--- src/sv/bpa_pkg.sv ---
// ----------------------------------------------------------------------------
// bpa_pkg - shared types and constants of the bitmap page allocator
// Bitmap geometry, derived widths, command and state codes, and the structs
// that pass between the sequencer and the word unit.
// ----------------------------------------------------------------------------
package bpa_pkg;

    // bitmap geometry (WORD_BITS a power of two)
    localparam int BITMAP_WORDS = 1024;
    localparam int WORD_BITS    = 32;

    localparam int WADDR_W = (BITMAP_WORDS > 1) ? $clog2(BITMAP_WORDS) : 1;
    localparam int BIT_W   = $clog2(WORD_BITS);
    localparam int PG_W    = WADDR_W + BIT_W;
    localparam int LEN_W   = BIT_W + 1;

    // fixed field widths
    localparam int PAGE_W  = 15;
    localparam int COUNT_W = 16;
    localparam int WIU_W   = 11;
    localparam int RUN_W   = COUNT_W + 1;

    // word index counter: must hold BITMAP_WORDS and any page's word index
    localparam int CUR_W = (WADDR_W + 1 > PAGE_W) ? WADDR_W + 1 : PAGE_W;

    // range search looks at CHUNK bits of a mixed word per cycle
    localparam int CHUNK   = 8;
    localparam int NCHUNK  = (WORD_BITS + CHUNK - 1) / CHUNK;
    localparam int CIDX_W  = (NCHUNK > 1) ? $clog2(NCHUNK) : 1;

    // configuration port
    localparam int APB_DW    = 32;
    localparam int REG_IDX_W = 1;
    localparam int PADDR_W   = REG_IDX_W + 2;

    typedef logic [WORD_BITS-1:0] word_t;
    typedef logic [WADDR_W-1:0]   waddr_t;
    typedef logic [BIT_W-1:0]     bit_t;
    typedef logic [PG_W-1:0]      pg_t;
    typedef logic [LEN_W-1:0]     len_t;
    typedef logic [PAGE_W-1:0]    page_t;
    typedef logic [COUNT_W-1:0]   count_t;
    typedef logic [WIU_W-1:0]     wiu_t;
    typedef logic [RUN_W-1:0]     run_t;
    typedef logic [CUR_W-1:0]     cur_t;
    typedef logic [CIDX_W-1:0]    cidx_t;
    typedef logic [PADDR_W-1:0]   paddr_t;
    typedef logic [REG_IDX_W-1:0] reg_idx_t;
    typedef logic [APB_DW-1:0]    apb_data_t;

    localparam reg_idx_t REG_WORDS_IN_USE = reg_idx_t'(0);
    localparam wiu_t     WIU_RESET        = wiu_t'(1024);

    localparam logic STATUS_OK       = 1'b0;
    localparam logic STATUS_NO_SPACE = 1'b1;

    typedef enum logic [1:0] {
        CMD_ALLOC_PAGE  = 2'd0,
        CMD_FREE_PAGE   = 2'd1,
        CMD_ALLOC_RANGE = 2'd2,
        CMD_FREE_RANGE  = 2'd3
    } cmd_e;

    typedef enum logic [2:0] {
        ST_CLEAR,
        ST_IDLE,
        ST_SCAN_RD,
        ST_SCAN_EV,
        ST_SCAN_CH,
        ST_MARK_RD,
        ST_MARK_WR,
        ST_RESULT
    } state_e;

    // word unit operands
    typedef struct packed {
        word_t  data;
        bit_t   off;
        count_t rem;
        cidx_t  chunk;
        run_t   run;
        pg_t    start;
        waddr_t widx;
        count_t need;
    } wu_in_t;

    // word unit results
    typedef struct packed {
        logic   any;
        logic   all_free;
        bit_t   low;
        word_t  pick;
        len_t   len;
        word_t  mask;
        run_t   full_run;
        pg_t    full_start;
        logic   full_found;
        run_t   chunk_run;
        pg_t    chunk_start;
        logic   chunk_found;
    } wu_out_t;

    // internal page index to the 15-bit result field
    function automatic page_t to_page(pg_t p);
        logic [PG_W+PAGE_W-1:0] t;
        t = {{PAGE_W{1'b0}}, p};
        return t[PAGE_W-1:0];
    endfunction

endpackage

--- src/sv/bpa_apb_regs.sv ---
// ----------------------------------------------------------------------------
// bpa_apb_regs - configuration register block
// APB-style slave holding the search bound words_in_use.
// ----------------------------------------------------------------------------
module bpa_apb_regs (
    input  logic                 clk,
    input  logic                 rst_n,
    input  logic                 psel,
    input  logic                 penable,
    input  logic                 pwrite,
    input  bpa_pkg::paddr_t      paddr,
    input  bpa_pkg::apb_data_t   pwdata,
    output bpa_pkg::apb_data_t   prdata,
    output logic                 pready,
    output bpa_pkg::wiu_t        words_in_use
);

    bpa_pkg::wiu_t      wiu_reg;
    bpa_pkg::wiu_t      wiu_next;
    bpa_pkg::reg_idx_t  reg_idx;
    logic               wr_en;

    assign pready  = 1'b1;
    assign reg_idx = paddr[bpa_pkg::PADDR_W-1:2];
    assign wr_en   = psel && penable && pwrite && pready;

    always_comb
    begin
        wiu_next = wiu_reg;
        if (wr_en && (reg_idx == bpa_pkg::REG_WORDS_IN_USE))
        begin
            wiu_next = pwdata[bpa_pkg::WIU_W-1:0];
        end
    end

    always_ff @(posedge clk or negedge rst_n)
    begin
        if (!rst_n)
        begin
            wiu_reg <= bpa_pkg::WIU_RESET;
        end
        else
        begin
            wiu_reg <= wiu_next;
        end
    end

    always_comb
    begin
        prdata = '0;
        if (reg_idx == bpa_pkg::REG_WORDS_IN_USE)
        begin
            prdata = {{(bpa_pkg::APB_DW - bpa_pkg::WIU_W){1'b0}}, wiu_reg};
        end
    end

    assign words_in_use = wiu_reg;

endmodule

--- config.mk ---
export PLATFORM = sky130hd
export DESIGN_NAME = bpa_apb_regs
export DESIGN_NICKNAME = d
export VERILOG_FILES = /design/src/sv/bpa_pkg.sv /design/src/sv/bpa_apb_regs.sv
export SDC_FILE = /design/constraint.sdc
export NUM_CORES = 1
export LEC_CHECK = 0
export ABC_AREA = 1
export BUFFER_PORTS_ARGS = -buffer_cell sky130_fd_sc_hd__buf_2
export CAP_MARGIN = 40
export CORE_MARGIN = 2
export CORE_UTILIZATION = 26
export DETAILED_ROUTE_END_ITERATION = 10
export PLACE_DENSITY = 0.69
export SKIP_LAST_GASP = 1
export SYNTH_ARGS = -nofsm -noshare
export SYNTH_HDL_FRONTEND = slang
export SYNTH_SLANG_ARGS = --single-unit
--- constraint.sdc ---
create_clock -name clk -period 0.81 [get_ports clk]
set_input_delay 0.243 -clock clk [delete_from_list [all_inputs] [get_ports clk]]
set_output_delay 0.243 -clock clk [all_outputs]
set_load 0.05 [all_outputs]
==> impl_metrics.json, run 1 <==
{
  "die_w_um": 56.61,
  "path_class": "register to output port",
  "clock_sinks": 11,
  "overflow": 0,
  "first_global_vias": 641,
  "netSwitchingPower_mw": 1.469,
  "max_cap_viol_count": 0,
  "power_density_mw_per_mm2": 2351,
  "intPower_mw": 1.522,
  "path_max_fanout": 2,
  "finalSetupViolCount": 25,
  "slew_violations": 0,
  "total_power_mw": 2.991,
  "num-fill-cells": 241,
  "hold_path_class": "primary input to register",
  "postSynthAreaPerCell_um2": 7.267,
  "io_buffers": 38,
  "dp.final_hpwl_mm": 1.285,
  "ir_worst_vdd_mv": 1.531,
  "syn_to_final_growth_pct": 76.87,
  "clock.fmax_mhz": 762.5,
  "switching_share_pct": 49.13,
  "ant_nets": 0,
  "avgViaCountPerCell": 3.940,
  "pin_count": 84,
  "ys_warn_count": 0,
  "grt_max_degree": 13,
  "nets": 192,
  "diodes": 0,
  "violations": "negative setup slack",
  "finalCoreUtilization_pct": 47.37,
  "place_congestion": 0.7353,
  "fin_worst_skew_ns": 0,
  "p_leak_nw": 0.6712,
  "clkLatencyLatePin_ns": 0.26,
  "power_frac_comb_pct": 61.2,
  "drt_iter0_drc": 23,
  "cts_tree": "yes",
  "fin_tns_setup_ns": -8.090,
  "clk_pin_slew_worst_paths_ns": 0.07,
  "syn_inst": 99,
  "multi_input_area_um2": 360.3,
  "cp-start-kind": "register",
  "die_area_mm2": 0.003204,
  "cts_made_buffers": 3,
  "final_hold_viol_count": 0,
  "grt_pass1_wl_mm": 2.918,
  "row_count": 19,
  "worst_setup_path_end_kind": "output port",
  "finalWorstSetupSlack_ns": -0.5014,
  "core-area_mm2": 0.002686,
  "power_frac_seq_pct": 26.3,
  "rsz0062_at_grt": "true",
  "synth_cell_type_count": 11,
  "routed_wl_mm": 1.956,
  "regArea_um2": 289.0,
  "root_buffer": "clkbuf_4",
  "run_status": "finished, violations left",
  "arrival_ns": 1.07,
  "synth_seq_area_share_pct": 38.43,
  "largest_reg_flops": 11,
  "initial_core_util_pct": 26.78,
  "drt-pass1-iter-count": 4,
  "syn_area_um2": 719.4,
  "via_count": 717,
  "drive_gt1_share_pct": 60.26,
  "fin_cells": 182,
  "finalCritPeriodShare_pct": 161.9,
  "remaining_drc_errors": 0,
  "clkPwrFrac_pct": 12.4,
  "finalCriticalPeriod_ns": 1.311,
  "ctsLongestPathBuffers": 2,
  "route.detailed.wl_per_inst_um": 10.75,
  "ys_ff_latch": 11,
  "die_y_um": 56.61,
  "crit_required_ns": 0.57,
  "antenna_found_initial": 0,
  "grt.total_usage_pct": 12.00,
  "dp_cells": 168,
  "layout_common_cells": "23 x nand2_1, 22 x conb_1, 17 x buf_6",
  "final_common_cell": "nand2_1",
  "htreeDepth": 1
}
through the flow:
stage / hold WS [ns] / instance area (µm²) / setup slack [ns]
6_report: 0.2075 / 1272 / -0.5014
5_1_grt: 0.1921 / 1272 / -0.5407
4_1_cts: 0.1902 / 1187 / -0.5045
3_5_place_dp: 0.1287 / 969.7 / -0.4413
3_3_place_gp: 0.1245 / 969.7 / -0.4169
2_1_floorplan: -0.05259 / 889.6 / -0.4820
cells in the mapped netlist:
| cell | count | area share [%] |
|---|---|---|
| buf_2 | 2 | 1.4 |
| buf_4 | 23 | 24 |
| buf_6 | 1 | 1.6 |
| conb_1 | 2 | 1.0 |
| dfrtp_1 | 10 | 35 |
| dfstp_2 | 1 | 3.7 |
| inv_1 | 13 | 6.8 |
| nand2_1 | 24 | 13 |
| nand3_1 | 11 | 7.7 |
| nor2_1 | 11 | 5.7 |
| nor2_2 | 1 | 0.87 |
critical path: stages (launching register included):
cell and delay, ns:
dfstp_2 0.54, inv_2 0.04, nor2_4 0.07, buf_6 0.16
worst paths after layout:
kind / start / to / slack [ns] / depth (start not counted)
max reg2reg: words_in_use[1] / words_in_use[1] / -0.05 / 4
min in group asynchronous: rst_n / words_in_use[5] / 0.41 / 2
min: pwdata[0] / words_in_use[0] / 0.21 / 3
max: words_in_use[10] / prdata[10] / -0.50 / 3
min reg2reg: words_in_use[6] / words_in_use[6] / 0.53 / 2
max in group asynchronous: rst_n / words_in_use[10] / 0.13 / 2
power groups by stage:
stage / logic (mW) / registers (mW) / clock network (mW)
2_1_floorplan: 0.816 / 1.15 / 0
3_3_place_gp: 1.35 / 0.784 / 0
3_5_place_dp: 1.36 / 0.787 / 0
4_1_cts: 1.66 / 0.793 / 0.386
5_1_grt: 1.91 / 0.803 / 0.428
6_report: 1.83 / 0.788 / 0.372
timing repair:
action / in CTS / in global routing
hold endpoints to repair: 10 / 0
gates cloned: 0 / 0
pin swaps: 3 / 7
resized for setup: 46 / 15
hold buffers: 1 / 0
buffers inserted: 5 / 5
setup endpoints to repair: 33 / 28
logic make-up after synthesis:
family	after synthesis	share of synthesized area (%)
simple gates	47	26.78
buf+inv	39	33.74
other cells	2	1.044
flops	11	38.44
layer usage:
metal	GRT usage [%]	vias up	share of wire [%]
met2	19.93	37	55
met1	13.61	329	37
met5	0	-	0
met4	6.122	0	0.41
li1	-	349	-
met3	3.917	2	7.2
final cells by class:
| type | count | share of cell area (%) |
|---|---|---|
| timing repair buffer | 54 | 40.02 |
| multi-input combinational | 69 | 28.32 |
| sequential | 11 | 22.71 |
| inverter | 13 | 3.835 |
| tap | 31 | 3.048 |
| clock buffer | 4 | 2.065 |
(Power assumes the default switching activity.)
==> inputs of run 2 (changes only) <==
--- a/config.mk
+++ b/config.mk
@@ -11,6 +11,7 @@
 export CORE_MARGIN = 2
 export CORE_UTILIZATION = 26
 export DETAILED_ROUTE_END_ITERATION = 10
+export GPL_TIMING_DRIVEN = 0
 export PLACE_DENSITY = 0.69
 export SKIP_LAST_GASP = 1
 export SYNTH_ARGS = -nofsm -noshare
==> impl_metrics.json, run 2 (same netlist as run 1, synthesis figures left out) <==
{
  "run_status": "finished, violations left",
  "violations": "negative setup slack",
  "arrival_ns": 1.08,
  "finalCritPeriodShare_pct": 163.8,
  "avgViaCountPerCell": 3.711,
  "final_hold_viol_count": 0,
  "cts_made_buffers": 3,
  "layout_common_cells": "27 x buf_4, 24 x nand2_1, 22 x conb_1",
  "clock.fmax_mhz": 753.8,
  "rsz0062_at_grt": "true",
  "clkLatencyLatePin_ns": 0.26,
  "path_class": "register to output port",
  "io_buffers": 38,
  "place_congestion": 0.7017,
  "finalWorstSetupSlack_ns": -0.5166,
  "htreeDepth": 1,
  "ant_nets": 0,
  "die_area_mm2": 0.003204,
  "finalSetupViolCount": 22,
  "final_cell_area_mm2": 0.001348,
  "fin_cells": 197,
  "crit_required_ns": 0.57,
  "max_cap_viol_count": 0,
  "diodes": 0,
  "route.detailed.wl_per_inst_um": 9.071,
  "grt_max_degree": 12,
  "dp_cells": 188,
  "critPathBufInv": 2,
  "placed_area_mm2": 0.001119,
  "path_cells": "inv_2, nor2_4, buf_6",
  "num-fill-cells": 257,
  "nets": 207,
  "dp.final_hpwl_mm": 1.320,
  "drive_gt1_share_pct": 63.25,
  "cp-startpoint": "words_in_use[10]",
  "routed_wl_mm": 1.787,
  "cts_tree": "yes",
  "syn_to_final_growth_pct": 87.30,
  "die_w_um": 56.61,
  "drt_iter0_drc": 15,
  "cp-start-kind": "register",
  "fin_worst_skew_ns": 0,
  "slew_violations": 0,
  "crit_family": "flip-flops",
  "antenna_found_initial": 0,
  "p_leak_nw": 0.7456,
  "clock_sinks": 11,
  "final_common_cell": "buf_4",
  "grt_pass1_wl_mm": 2.898,
  "first_global_vias": 651,
  "fin_tns_setup_ns": -7.703,
  "path_max_fanout": 3,
  "power_density_mw_per_mm2": 2157,
  "via_count": 731,
  "initial_core_util_pct": 26.78,
  "core-area_mm2": 0.002686,
  "timing.rr.start": "words_in_use[5]",
  "largest_reg_flops": 11,
  "crit_slowest_cell": "dfstp_2",
  "finalCriticalPeriod_ns": 1.327,
  "die_y_um": 56.61,
  "grt.total_usage_pct": 11.67,
  "worst_setup_path_end_kind": "output port",
  "critPathMaxStageDelay_ns": 0.55,
  "drt-pass1-iter-count": 4,
  "clk_pin_slew_worst_paths_ns": 0.07,
  "row_count": 19,
  "hold_path_class": "primary input to register",
  "remaining_drc_errors": 0,
  "pin_count": 84,
  "ir_worst_vdd_mv": 1.347,
  "ctsLongestPathBuffers": 2,
  "hp-start": "pwdata[10]",
  "root_buffer": "clkbuf_4",
  "overflow": 0
}
-- run 2: cell types whose count changed in the layout (fill, tap and decap cells not counted) --
| cell | change |
|---|---|
| buf_2 | +2 |
| buf_8 | -5 |
| buf_6 | +2 |
| buf_4 | +16 |
| nand2_2 | -1 |
| nand2_1 | +1 |
-- run 2: final timing paths --
check | cells after the start | slack [ns] | end
setup / recovery | 3 | -0.52 | prdata[10]
hold / removal | 3 | 0.19 | words_in_use[10]
setup reg to reg | 3 | 0.05 | words_in_use[5]
hold reg to reg | 2 | 0.47 | words_in_use[10]
max in group asynchronous | 2 | 0.17 | words_in_use[10]
min in group asynchronous | 2 | 0.38 | words_in_use[1]
-- run 2: cell type report --
cell class,instances,area (µm²),area share [%]
timing repair buffer,43,390.4,28.97
multi-input combinational,69,357.8,26.56
sequential,11,289.0,21.45
buffer,26,196.4,14.58
inverter,13,48.80,3.621
tap,31,38.79,2.878
clock buffer,4,26.28,1.950
-- run 2: stage by stage --
step	worst slack [ns]	util (%)	hold WS, ns	power [mW]
after floorplan	-0.4820	-	-0.05259	1.964
after global placement	-0.5193	41.64	0.1205	2.206
after detailed placement	-0.5201	41.64	0.1244	2.221
after CTS	-0.5232	48.91	0.1856	2.866
after global routing	-0.5860	50.16	0.1885	3.063
final	-0.5166	50.16	0.1913	2.907
-- run 2: worst reg2reg max path, stage by stage, from the launching register on --
cell	delay (ns)
dfrtp_2	0.43
buf_4	0.14
nand2_1	0.05
nand2_1	0.05
-- run 2: timing repair --
action,in CTS,in global routing
buffers inserted,2,2
endpoints found under the setup margin,22,22
resized for setup,46,5
hold buffers,1,0
endpoints found under the hold margin,10,0
pin swaps,4,2
-- run 2: metal layers --
metal / global-route usage, % / share of wire [%]
met1: 13.65 / 37
met4: 5.102 / 1.2
met2: 19.44 / 51
met3: 3.687 / 10
met5: 0 / 0
-- run 2: power breakdown --
group	total (mW)	switching, mW	internal [mW]
sequential	0.795	0.116	0.678
clock	0.361	0.171	0.190
combinational	1.75	1.14	0.613
total	2.91	1.43	1.48
